### src/hdl/tile_record_byte_parser_assert.svh
// ----------------------------------------------------------------------------
// Assertion macros for the tile record byte parser
// Clocked on clk_i, disabled while rst_ni is low.
// ----------------------------------------------------------------------------
`ifndef TILE_RECORD_BYTE_PARSER_ASSERT_SVH
`define TILE_RECORD_BYTE_PARSER_ASSERT_SVH

`ifndef ASSERT_OFF
// Property must hold at every clock edge out of reset
`define TRBP_ASSERT(lbl, prop) \
  lbl: assert property (@(posedge clk_i) disable iff (!rst_ni) (prop)) \
    else $error("tile record byte parser assertion failed");
// Condition must never be true at a clock edge out of reset
`define TRBP_ASSERT_NEVER(lbl, cond) \
  lbl: assert property (@(posedge clk_i) disable iff (!rst_ni) !(cond)) \
    else $error("tile record byte parser forbidden condition");
`else
`define TRBP_ASSERT(lbl, prop)
`define TRBP_ASSERT_NEVER(lbl, cond)
`endif

`endif

### src/hdl/trbp_pkg.sv
// ----------------------------------------------------------------------------
// Tile record byte parser package
// Item types, parse phases and the record part sequencing function.
// ----------------------------------------------------------------------------
package trbp_pkg;

  localparam int TableBytes = 128;
  localparam int TableAddrW = 7;

  // Header byte bits
  localparam int HdrChainBit  = 0;
  localparam int HdrActiveBit = 1;
  localparam int HdrWallBit   = 2;
  localparam int HdrWideType  = 5;

  // Liquid codes in header bits 4..3
  localparam logic [1:0] LiqLava  = 2'd2;
  localparam logic [1:0] LiqHoney = 2'd3;

  // Run length codes in header bits 7..6
  localparam logic [1:0] RunByte = 2'd1;
  localparam logic [1:0] RunWord = 2'd2;

  // Third flag byte bits
  localparam int F3ActuatorBit  = 1;
  localparam int F3InactiveBit  = 2;
  localparam int F3TilePaintBit = 3;
  localparam int F3WallPaintBit = 4;

  typedef enum logic [3:0] {
    PH_HDR    = 4'd0,
    PH_F2     = 4'd1,
    PH_F3     = 4'd2,
    PH_TLO    = 4'd3,
    PH_THI    = 4'd4,
    PH_ULO    = 4'd5,
    PH_UHI    = 4'd6,
    PH_VLO    = 4'd7,
    PH_VHI    = 4'd8,
    PH_TPAINT = 4'd9,
    PH_WALL   = 4'd10,
    PH_WPAINT = 4'd11,
    PH_LIQ    = 4'd12,
    PH_RLO    = 4'd13,
    PH_RHI    = 4'd14,
    PH_DONE   = 4'd15
  } phase_e;

  typedef struct packed {
    logic                  mode;
    logic [7:0]            data_byte;
    logic [TableAddrW-1:0] table_addr;
  } in_item_t;

  typedef struct packed {
    logic [15:0] tile_type;
    logic        frame_present;
    logic [15:0] frame_u;
    logic [15:0] frame_v;
    logic [7:0]  tile_paint;
    logic [7:0]  wall_type;
    logic [7:0]  wall_paint;
    logic [7:0]  liquid_amount;
    logic [8:0]  tile_flags;
    logic [2:0]  slope_kind;
    logic [15:0] run_length;
  } res_item_t;

  // Parse state the front end needs to address the frame table
  typedef struct packed {
    phase_e     phase;
    logic [7:0] type_lo;
  } issue_t;

  // Pick the first record part after 'from' that the flags call for
  function automatic phase_e next_phase(phase_e from, logic [7:0] hdr, logic [7:0] f2,
                                        logic [7:0] f3, logic framed);
    logic [15:0] need;
    logic        active;
    logic        found;
    phase_e      nxt;
    active = hdr[HdrActiveBit];
    need   = '0;
    need[PH_F2]     = hdr[HdrChainBit];
    need[PH_F3]     = hdr[HdrChainBit] & f2[0];
    need[PH_TLO]    = active;
    need[PH_THI]    = active & hdr[HdrWideType];
    need[PH_ULO]    = active & framed;
    need[PH_UHI]    = active & framed;
    need[PH_VLO]    = active & framed;
    need[PH_VHI]    = active & framed;
    need[PH_TPAINT] = active & f3[F3TilePaintBit];
    need[PH_WALL]   = hdr[HdrWallBit];
    need[PH_WPAINT] = hdr[HdrWallBit] & f3[F3WallPaintBit];
    need[PH_LIQ]    = hdr[4:3] != 2'd0;
    need[PH_RLO]    = (hdr[7:6] == RunByte) || (hdr[7:6] == RunWord);
    need[PH_RHI]    = hdr[7:6] == RunWord;
    found = 1'b0;
    nxt   = PH_DONE;
    for (int p = 1; p < 15; p++) begin
      if (!found && (4'(p) > from) && need[p]) begin
        found = 1'b1;
        nxt   = phase_e'(4'(p));
      end
    end
    return nxt;
  endfunction

endpackage

### src/hdl/trbp_ram.sv
// ----------------------------------------------------------------------------
// Generic RAM
// One write port, one read port with registered read data and read enable.
// ----------------------------------------------------------------------------
module trbp_ram #(
  parameter int Width = 8,
  parameter int Depth = 128
) (
  input  logic                     clk_i,
  input  logic                     we_i,
  input  logic [$clog2(Depth)-1:0] waddr_i,
  input  logic [Width-1:0]         wdata_i,
  input  logic                     re_i,
  input  logic [$clog2(Depth)-1:0] raddr_i,
  output logic [Width-1:0]         rdata_o
);

  logic [Width-1:0] mem_q [Depth];
  logic [Width-1:0] rdata_q;

  // Write and registered read
  always_ff @(posedge clk_i) begin
    if (we_i) begin
      mem_q[waddr_i] <= wdata_i;
    end
    if (re_i) begin
      rdata_q <= mem_q[raddr_i];
    end
  end

  assign rdata_o = rdata_q;

endmodule

### src/hdl/trbp_parse.sv
// ----------------------------------------------------------------------------
// Record parse state
// Applies one byte to the record state, sequences the record parts and
// builds the result when a record completes.
// ----------------------------------------------------------------------------
module trbp_parse #(
  parameter int TYPE_COUNT = 1024
) (
  input  logic               clk_i,
  input  logic               rst_ni,
  input  logic               step_i,
  input  trbp_pkg::in_item_t item_i,
  input  logic [7:0]         rd_data_i,
  output trbp_pkg::issue_t   issue_o,
  output logic               emit_o,
  output trbp_pkg::res_item_t result_o
);

  import trbp_pkg::*;

  // Types at or above this bound are never framed
  localparam int          TypeBound = (TYPE_COUNT < 1024) ? TYPE_COUNT : 1024;
  localparam logic [16:0] TypeLimit = 17'(TypeBound);

  phase_e      phase_q, phase_d;
  logic [7:0]  hdr_q, hdr_d;
  logic [7:0]  f2_q, f2_d;
  logic [7:0]  f3_q, f3_d;
  logic [7:0]  lo_q, lo_d;
  logic [15:0] type_q, type_d;
  logic [15:0] u_q, u_d;
  logic [15:0] v_q, v_d;
  logic [7:0]  tpaint_q, tpaint_d;
  logic [7:0]  wall_q, wall_d;
  logic [7:0]  wpaint_q, wpaint_d;
  logic [7:0]  liq_q, liq_d;
  logic [15:0] run_q, run_d;
  logic        framed_q, framed_d;
  phase_e      nxt;
  logic        framed_out;
  logic [2:0]  slope;
  logic [7:0]  b;

  assign b = item_i.data_byte;

  // Apply the held byte to the record state; emit tells whether it closes a record
  always_comb begin
    phase_d  = phase_q;
    hdr_d    = hdr_q;
    f2_d     = f2_q;
    f3_d     = f3_q;
    lo_d     = lo_q;
    type_d   = type_q;
    u_d      = u_q;
    v_d      = v_q;
    tpaint_d = tpaint_q;
    wall_d   = wall_q;
    wpaint_d = wpaint_q;
    liq_d    = liq_q;
    run_d    = run_q;
    framed_d = framed_q;
    emit_o   = 1'b0;
    nxt      = PH_DONE;
    if (item_i.mode) begin
      // Table load: follow a change to the current type's framed bit
      if ((item_i.table_addr == type_q[9:3]) && ({1'b0, type_q} < TypeLimit)) begin
        framed_d = b[type_q[2:0]];
      end
    end else begin
      case (phase_q)
        PH_HDR: begin
          hdr_d    = b;
          f2_d     = '0;
          f3_d     = '0;
          type_d   = '0;
          u_d      = '0;
          v_d      = '0;
          tpaint_d = '0;
          wall_d   = '0;
          wpaint_d = '0;
          liq_d    = '0;
          run_d    = '0;
        end
        PH_F2:     f2_d = b;
        PH_F3:     f3_d = b;
        PH_TLO:    type_d[7:0] = b;
        PH_THI:    type_d[15:8] = b;
        PH_ULO:    lo_d = b;
        PH_VLO:    lo_d = b;
        PH_RLO: begin
          lo_d  = b;
          run_d = {8'h00, b};
        end
        PH_UHI:    u_d = {b, lo_q};
        PH_VHI:    v_d = {b, lo_q};
        PH_TPAINT: tpaint_d = b;
        PH_WALL:   wall_d = b;
        PH_WPAINT: wpaint_d = b;
        PH_LIQ:    liq_d = b;
        PH_RHI:    run_d = {b, lo_q};
        default:   hdr_d = hdr_q;
      endcase
      // Frame table data was read for this byte at its transfer
      if ((phase_q == PH_TLO) || (phase_q == PH_THI)) begin
        framed_d = ({1'b0, type_d} < TypeLimit) && rd_data_i[type_d[2:0]];
      end
      nxt = next_phase(phase_q, hdr_d, f2_d, f3_d, framed_d);
      if (nxt == PH_DONE) begin
        emit_o  = 1'b1;
        phase_d = PH_HDR;
      end else begin
        phase_d = nxt;
      end
    end
  end

  // Hold the record state; advance it on a step
  always_ff @(posedge clk_i or negedge rst_ni) begin
    if (!rst_ni) begin
      phase_q  <= PH_HDR;
      hdr_q    <= '0;
      f2_q     <= '0;
      f3_q     <= '0;
      lo_q     <= '0;
      type_q   <= '0;
      u_q      <= '0;
      v_q      <= '0;
      tpaint_q <= '0;
      wall_q   <= '0;
      wpaint_q <= '0;
      liq_q    <= '0;
      run_q    <= '0;
      framed_q <= 1'b0;
    end else if (step_i) begin
      phase_q  <= phase_d;
      hdr_q    <= hdr_d;
      f2_q     <= f2_d;
      f3_q     <= f3_d;
      lo_q     <= lo_d;
      type_q   <= type_d;
      u_q      <= u_d;
      v_q      <= v_d;
      tpaint_q <= tpaint_d;
      wall_q   <= wall_d;
      wpaint_q <= wpaint_d;
      liq_q    <= liq_d;
      run_q    <= run_d;
      framed_q <= framed_d;
    end
  end

  // Phase and type low byte of the next byte, for the table read address
  assign issue_o.phase   = step_i ? phase_d : phase_q;
  assign issue_o.type_lo = step_i ? type_d[7:0] : type_q[7:0];

  // Build the result from the updated record
  assign framed_out = hdr_d[HdrActiveBit] & framed_d;
  assign slope      = f2_d[6:4];

  always_comb begin
    result_o.tile_type     = type_d;
    result_o.frame_present = framed_out;
    result_o.frame_u       = framed_out ? u_d : 16'h0000;
    result_o.frame_v       = framed_out ? v_d : 16'h0000;
    result_o.tile_paint    = tpaint_d;
    result_o.wall_type     = wall_d;
    result_o.wall_paint    = wpaint_d;
    result_o.liquid_amount = liq_d;
    result_o.tile_flags    = {f3_d[F3InactiveBit], f3_d[F3ActuatorBit], slope == 3'd1,
                              f2_d[3:1], hdr_d[4:3] == LiqHoney, hdr_d[4:3] == LiqLava,
                              hdr_d[HdrActiveBit]};
    result_o.slope_kind    = (slope > 3'd1) ? slope - 3'd1 : 3'd0;
    result_o.run_length    = run_d;
  end

endmodule

### src/hdl/tile_record_byte_parser.sv
// A result is loaded into the output register from the input stage that holds the byte completing its record.
// Throughput: one byte per cycle, stream or table load; output stall backs up the input.
// The frame table read is issued at the byte's transfer and is ready in the input stage.
// Reset clears the parse state and both stages; the frame table holds garbage until loaded.
// ----------------------------------------------------------------------------
// Tile record byte parser
// Input stage, record parse state, frame table RAM and output register.
// ----------------------------------------------------------------------------
`include "tile_record_byte_parser_assert.svh"

module tile_record_byte_parser #(
  parameter int TYPE_COUNT = 1024
) (
  input  logic                clk_i,
  input  logic                rst_ni,
  input  logic                in_valid_i,
  output logic                in_stall_o,
  input  trbp_pkg::in_item_t  in_data_i,
  output logic                out_valid_o,
  input  logic                out_stall_i,
  output trbp_pkg::res_item_t out_data_o
);

  import trbp_pkg::*;

  logic                  accept;
  logic                  advance;
  logic                  s1_valid_q, s1_valid_d;
  in_item_t              s1_item_q;
  logic [7:0]            rd_data;
  logic                  rd_en;
  logic [TableAddrW-1:0] rd_addr;
  issue_t                issue;
  logic                  emit;
  res_item_t             result;
  logic                  out_load;
  logic                  out_valid_q, out_valid_d;
  res_item_t             out_data_q;

  // Input stage moves on unless a result would overrun a stalled output
  assign advance    = s1_valid_q && !(emit && out_valid_q && out_stall_i);
  assign in_stall_o = s1_valid_q && !advance;
  assign accept     = in_valid_i && !in_stall_o;
  assign s1_valid_d = accept | (s1_valid_q & !advance);

  always_ff @(posedge clk_i or negedge rst_ni) begin
    if (!rst_ni) begin
      s1_valid_q <= 1'b0;
    end else begin
      s1_valid_q <= s1_valid_d;
    end
  end

  always_ff @(posedge clk_i) begin
    if (accept) begin
      s1_item_q <= in_data_i;
    end
  end

  // Address the table byte covering the type this byte completes
  assign rd_en   = accept && !in_data_i.mode;
  assign rd_addr = (issue.phase == PH_THI) ? {in_data_i.data_byte[1:0], issue.type_lo[7:3]}
                                           : {2'b00, in_data_i.data_byte[7:3]};

  trbp_ram #(
    .Width(8),
    .Depth(TableBytes)
  ) u_table (
    .clk_i  (clk_i),
    .we_i   (accept && in_data_i.mode),
    .waddr_i(in_data_i.table_addr),
    .wdata_i(in_data_i.data_byte),
    .re_i   (rd_en),
    .raddr_i(rd_addr),
    .rdata_o(rd_data)
  );

  trbp_parse #(
    .TYPE_COUNT(TYPE_COUNT)
  ) u_parse (
    .clk_i    (clk_i),
    .rst_ni   (rst_ni),
    .step_i   (advance),
    .item_i   (s1_item_q),
    .rd_data_i(rd_data),
    .issue_o  (issue),
    .emit_o   (emit),
    .result_o (result)
  );

  // Output register: load a finished record, drop it once transferred
  assign out_load    = advance && emit;
  assign out_valid_d = out_load | (out_valid_q & out_stall_i);

  always_ff @(posedge clk_i or negedge rst_ni) begin
    if (!rst_ni) begin
      out_valid_q <= 1'b0;
    end else begin
      out_valid_q <= out_valid_d;
    end
  end

  always_ff @(posedge clk_i) begin
    if (out_load) begin
      out_data_q <= result;
    end
  end

  assign out_valid_o = out_valid_q;
  assign out_data_o  = out_data_q;

  // Input stalls only behind a full, stalled output register
  `TRBP_ASSERT(a_stall_cause, in_stall_o |-> (out_valid_o && out_stall_i))
  // A table load never completes a record
  `TRBP_ASSERT_NEVER(a_load_no_emit, s1_valid_q && s1_item_q.mode && emit)
  // A transferred result is dropped unless a new one loads
  `TRBP_ASSERT(a_out_drain, (out_valid_o && !out_stall_i && !out_load) |=> !out_valid_o)

endmodule
### config.mk
export PLATFORM = sky130hd
export DESIGN_NAME = tile_record_byte_parser
export DESIGN_NICKNAME = d
export VERILOG_FILES = /design/src/hdl/trbp_pkg.sv /design/src/hdl/trbp_ram.sv /design/src/hdl/trbp_parse.sv /design/src/hdl/tile_record_byte_parser.sv
export VERILOG_INCLUDE_DIRS = /design/src /design/src/hdl
export SDC_FILE = /design/constraint.sdc
export NUM_CORES = 2
export LEC_CHECK = 0
export BUFFER_PORTS_ARGS = -buffer_cell sky130_fd_sc_hd__buf_2
export CAP_MARGIN = 30
export CORE_UTILIZATION = 40
export CTS_BUF_LIST = sky130_fd_sc_hd__clkbuf_16
export CTS_CLUSTER_DIAMETER = 120
export DETAILED_ROUTE_END_ITERATION = 10
export PLACE_DENSITY_LB_ADDON = 0.05
export SYNTH_ARGS = -nofsm -noshare
export SYNTH_HDL_FRONTEND = slang
export SYNTH_SLANG_ARGS = --single-unit
### constraint.sdc
create_clock -name clk_i -period 22.3 [get_ports clk_i]
set_clock_uncertainty 0.05 [all_clocks]
set_input_delay 3.345 -clock clk_i [delete_from_list [all_inputs] [get_ports clk_i]]
set_output_delay 3.345 -clock clk_i [all_outputs]
set_load 0.02 [all_outputs]
# --- Yosys cells after proc, flatten, opt, wreduce, memory -nomap -nowiden ---
# Memory sizes are Yosys's and may differ from the RTL's. A register that Yosys moved wholly into a read port is not among the register bits.
# Cells that the tools add are included.
op_classes:
  add_sub_neg: 1
  n_lt_le_gt_ge: 19
  eq_ne: 22
  muxes: 86
  bitwise_logic: 11
  reduce_logical: 63
ops:
  columns: ["operator", "n"]
  rows:
  - ["$pmux W8 S2", 6]
  - ["$mux W4", 18]
  - ["$mux W8", 9]
  - ["$mux W16", 4]
  - ["$pmux W16 S2", 2]
  - ["$pmux W16 S3", 1]
  - ["$logic_and A1 B1 Y1", 37]
  - ["$mux W1", 36]
  - ["$eq A4 B4 Y1 const B", 8]
  - ["$lt A16 B11 Y1 const B", 2]
  - ["$gt A4 B4 Y1 const A", 7]
  - ["$mux W7", 3]
  - ["$eq A4 B3 Y1 const B", 5]
  - ["$logic_not A1 Y1", 17]
  - ["$gt A3 B4 Y1 const A", 4]
  - ["$pmux W7 S2", 1]
  - ["$mux W5", 2]
  - ["$pmux W5 S2", 1]
  - ["$and A1 B1 Y1", 8]
  - ["$eq A4 B2 Y1 const B", 2]
  - ["$gt A2 B4 Y1 const A", 2]
  - ["$lt A3 B4 Y1 const B", 2]
  - ["$eq A7 B7 Y1", 1]
  - ["$bmux W1 S3", 2]
  - ["other kinds (17)", 22]
word_totals:
  regBits: 256
  ram_bits: 1024
  input_bits: 20
  output_inout_bits: 111
  mem_count: 1
mem_list:
  columns: ["name", "depth", "word_bits", "rd", "rd_clocked_by_memory_dff", "write_ports", "line", "source"]
  rows:
  - ["u_table.mem_q", 128, 8, 1, 1, 1, "trbp_ram.sv:18", "logic [Width-1:0] mem_q [Depth];"]

# --- Logic depth before layout (Yosys ltp) ---
depth:
  word_depth: 85
  depth_mapped: 26
  ltp_nobuf: 19

# --- Hierarchy ---
# Synthesis repeated with hierarchy kept, for this count alone.
unflattened:
  hier_cells: 2518
  hier_area_um2: 51304.2
modules_own_cells:
  columns: ["module", "n_inst", "cells_each", "area_per_inst_um2"]
  rows:
  - ["trbp_ram", 1, 1635, 39745.6]
  - ["trbp_parse", 1, 736, 7597.3]
  - ["tile_record_byte_parser", 1, 147, 3961.3]

# --- Least setup slack after synthesis ---
# No wires, ideal clock.
synth_path:
  path_kind: "input to register"
  start: "input out_stall_i"
  end: "register out_data_q (netlist bit out_data_o[0]), enable pin"
  setup_ns: 0.733
  arrival_time_ns: 11.443
  required_time_ns: 21.517
  setup_slack_ns: 10.074
  path_stages: 2
  n_path_buf: 0
  cell_sequence: "nand2_1 nor3b_1"
synth_via:
  elab_chain_len: 4
synth_lines:
  columns: ["element", "line", "source"]
  rows:
  - ["start: declaration", "tile_record_byte_parser.sv:20", "input logic out_stall_i,"]
  - ["$logic_and A1 B1 Y1", "tile_record_byte_parser.sv:41", "assign advance = s1_valid_q && !(emit && out_valid_q && out_stall_i);"]
  - ["$logic_not A1 Y1", "tile_record_byte_parser.sv:41", null]
  - ["$logic_and A1 B1 Y1", "tile_record_byte_parser.sv:41", null]
  - ["$logic_and A1 B1 Y1", "tile_record_byte_parser.sv:92", "assign out_load = advance && emit;"]
  - ["net out_load", "tile_record_byte_parser.sv:36", "logic out_load;"]
  - ["end signal: assignment", "tile_record_byte_parser.sv:105", "out_data_q <= result;"]
  - ["end: declaration", "tile_record_byte_parser.sv:38", "res_item_t out_data_q;"]
# The timed path passes the listed nets, and every way through them passes these cells.
# A chain may end at the register's enable or synchronous reset.

==> results.md <==
Timing:
- The relative slew slack is 30.0%.
- The final critical-path share of the clock period is 42.4%.
- The achievable clock frequency is 106 MHz.
- The slew at the pin closest to its max-slew limit is 1.05 ns.
- The routed design could run at a clock period as short as 9.46 ns.
- The final count of hold timing violations is 0.
- Setup violations remaining at the end of the flow were counted as 0.
- Setup repair after global routing left no endpoint under its margin.
- The number of pins with negative max-slew slack in the final report is 0.
- The final sum of negative setup slack is 0 ns.
- The final worst setup slack is 12.84 ns.

Logic synthesis:
- Yosys printed 0 warnings.
- Of the post-synthesis cell area, the part taken by muxes is 10.1%.
- Summing the areas of all compound-gate instances in the mapped netlist gives 8.63% of the synthesized area.
- The mean instance size in the synthesized netlist is 15.9 um2.
- The arithmetic-cell share of the synthesized area counting full adders, half adders and majority gates is 0.0721%.
- The number of distinct library cell variants in the gate-level netlist after synthesis is 88.
- In the synthesized netlist the async set-or-reset flop fraction comes to 10.0%.
- The simple-gate portion of the synthesized area is 6.22%.
- The area fraction of the dominant cell type after synthesis is 66.7%.
- By area the synthesized netlist is led by sky130_fd_sc_hd__edfxtp_1 (67%), sky130_fd_sc_hd__dfrtp_1 (6.2%), sky130_fd_sc_hd__mux2i_1 (6.1%), sky130_fd_sc_hd__mux2_2 (2.7%), sky130_fd_sc_hd__o22ai_1 (1.5%).
- The post-synthesis share of cell area spent on xor and xnor gates is 0.135%.
- The combinational family with the most area after synthesis is multiplexers.
- The cell type contributing the most total cell area after synthesis is sky130_fd_sc_hd__edfxtp_1.
- The number of register bits inferred by synthesis is 1286.
- The synthesized cell area is 52100 um2.
- The post-synthesis cell count is 3278.
- The number of nets handed over by synthesis was 3301.
- The number of synthesized flops with an enable pin is 1157.
- The most used flip-flop cell after synthesis is sky130_fd_sc_hd__edfxtp_1.
- Of the synthesized area, sequential elements account for 72.9%.

Final layout:
- The post-synthesis to final-layout area growth is 13.8%.
- The layout has 11200 filler cells.
- Summing all multi-input logic gate instances after layout gives 13200 um2.
- The sequential cell area is 38000 um2.
- The most common cell after layout, fill and taps aside is sky130_fd_sc_hd__edfxtp_1.
- The layout net count is 3475.
- Cells with a size suffix above 1 make up 17.3% of the layout.
- The library cells used most frequently in the layout, excluding fill and tap cells, are sky130_fd_sc_hd__edfxtp_1 (1157), sky130_fd_sc_hd__mux2i_1 (317), sky130_fd_sc_hd__nor2_1 (204).
- The count of antenna diodes in the layout is 0.

Floorplan:
- The die covers 132000 um2.
- Once the floorplan was initialized, standard cells occupied 40.3% of the core.
- The width of the die is 363 um.
- The floorplan step set the die height to 363 um.
- The area of the core region is 129000 um2.
- The count of boundary I/O pins is 131.
- The number of core rows is 132.

Critical path:
- The critical path data arrival time is 9.89 ns.
- The critical path is of the in2reg type.
- The critical path data required time is 22.73 ns.
- Walking the worst path, the cells encountered are buf_2 > nand4_1 > a31oi_1 > or4_1 > a32oi_1 > o21ai_1 > nor3_2 > a21boi_2 > buf_4 > nor2_8 > buf_4 > buf_4 > buf_4 > mux2_1 > a21oi_1 > or4b_1 > a41oi_1 > nor4_1.
- The nature of the critical path startpoint is an input port.
- In this run the worst path has a maximum fanout of 61.
- The slowest library cell on the worst path is sky130_fd_sc_hd__buf_4.
- The most prevalent standard cell on the critical path is sky130_fd_sc_hd__buf_4.
- The delay of the slowest cell on the worst path is 0.89 ns.
- The category of the worst setup path capture point is a flip-flop.
- The worst reg-to-reg setup slack is 13.06 ns.

Power:
- Across the VDD grid, the largest voltage drop is 0.0774 mV.
- The total leakage power is 20.4 nW.
- The power density normalized to cell area is 112 nW/um2.

Route:
- The detailed router placed 30500 vias in this run.
- The first routing iteration left 2824 violations.
- The first detailed-routing pass ran for 8 iterations.
- The detailed-route DRC error count is 0.
- The count of nets left with antenna violations once routing finished came out at 0.
- After detailed routing, the total wire length is 157 mm.
- The average detailed-routed wire length per instance is 29.6 um.
- The ratio of routed vias to standard cells is 5.75.

Run status:
- The run finished with clean final reports.

GRT:
- Entering global routing, the biggest net connects 103 pins.
- The wire length of the first global-routing pass is 224 mm.
- The initial antenna violation count is 4.
- After global routing the overflow that remains totals 0.
- The number of global-route vias before repair is 30300.
- The total routing usage reported by global routing is 23.8%.

Placed design:
- Buffers placed on the I/O ports in this run total 130.
- The placer's final routability congestion estimate is 0.854.
- The post-place setup slack is 12.06 ns.
- Detailed placement ended at an HPWL of 101 mm.

Clocking:
- The hold-fix buffer count after cts is 0.
- The number of buffers inserted during clock tree synthesis is 143.
- The buffers inserted during post-CTS setup optimization is 0.
- At the later pin of the worst-skew pair, clock insertion delay measures 0.76 ns.
- TritonCTS built the clock tree.
- After clock tree synthesis, the clock-pin slew on the worst setup and hold paths is 0.06 ns.
- The root cell of the clock tree is sky130_fd_sc_hd__clkbuf_16.
- Clock tree synthesis found a total of 1286 sinks.
- The clock tree synthesis step divided the H-tree into 4 levels.
- The maximum count of clock buffers along a single path is 3.
- The post-cts resize count is 0.

Worst hold path:
- The path category of the worst min-delay check is reg2reg.

Job:
- The number of maximum-capacitance constraint violations is 0.
[flip-flops by register name, indices dropped and copies added (netlist names), 16 cells and up]
name and cells:
out_data_o 109, s1_item_q 16, u_parse.run_q 16, u_parse.type_q 16
u_parse.u_q 16, u_parse.v_q 16, u_table.mem_q 1024
[through the flow]
stage	area [um2]	instances	hold WS (ns)	power, W	util, %
floorplan	52100	3278	0.399	0.00392	-
CTS	59200	5301	0.432	0.00666	45.8
global route	59300	5307	0.462	0.00686	45.8
detailed placement	54700	5043	0.420	0.00440	42.3
global placement	54600	5030	0.412	0.00438	42.2
finish	59300	5307	0.429	0.00662	45.8
[worst max-delay path: cells and delay by family]
kind | cells | cell delay [ns]
and+or+nand+nor | 6 | 2.28
AOI/OAI and AO/OA | 6 | 0.87
muxes | 1 | 0.39
buffers and inverters | 5 | 2.79
[per-layer routing]
metal	wire (um)	GRT usage (%)	vias to the layer above
met5	23	0	-
met4	4730	7.95	4
met3	10300	4.03	224
met2	73600	38.1	1137
met1	68400	32.8	15800
li1	-	-	13400
[power by group]
| group | internal [W] | leakage [nW] | switching, W |
|---|---|---|---|
| registers | 0.00278 | 12.2 | 0.0000926 |
| logic | 0.000530 | 5.98 | 0.000954 |
| clock network | 0.00131 | 2.31 | 0.000952 |
[area by class of cell]
class	instances	share of cell area (%)
Timing Repair Buffer	217	2.35
Tap cell	1742	3.68
Inverter	13	0.0823
Clock buffer	146	6.17
Sequential cell	1286	64.1
Clock inverter	112	1.36
Multi-Input combinational cell	1791	22.3
[synthesized netlist by cell type, drive strengths merged, types with 17 or more instances]
| master | n |
|---|---|
| o21ai | 94 |
| nand2 | 199 |
| edfxtp | 1157 |
| mux2i | 318 |
| nand3 | 70 |
| a21oi | 105 |
| nand2b | 18 |
| or4 | 32 |
| mux2 | 150 |
| nor4 | 17 |
| nor2b | 22 |
| nor3 | 18 |
| nor2 | 208 |
| clkbuf | 116 |
| dfrtp | 129 |
| nand4 | 20 |
| buf | 72 |
| a22o | 88 |
| o221ai | 19 |
| o22a | 32 |
| a22oi | 43 |
| o22ai | 127 |
[final timing paths]
path	start	depth (start not counted)	end
max	out_stall_i	18	u_table.rdata_o[4]$_DFFE_PP_
max reg2reg	u_parse.phase_q[1]$_DFF_PN0_	23	u_table.rdata_o[4]$_DFFE_PP_
min reg2reg	u_parse.u_q[9]$_DFFE_PN0N_	2	u_parse.u_q[9]$_DFFE_PN0N_
max in group asynchronous	rst_ni	2	u_parse.wpaint_q[4]$_DFFE_PN0N_
min in group asynchronous	rst_ni	1	u_parse.run_q[2]$_DFFE_PN0N_
min	u_parse.u_q[9]$_DFFE_PN0N_	2	u_parse.u_q[9]$_DFFE_PN0N_
[cells by family (layout without fill, tap and decap cells)]
family,after synthesis,count (layout)
AOI/OAI and AO/OA,632,632
xor gates and xnor gates,8,8
adders and majority gates,3,3
buffers and inverters,201,488
DFF,1286,1286
muxes,484,484
and+or+nand+nor,664,664
Note: power is estimated with default switching activity, not from simulation.
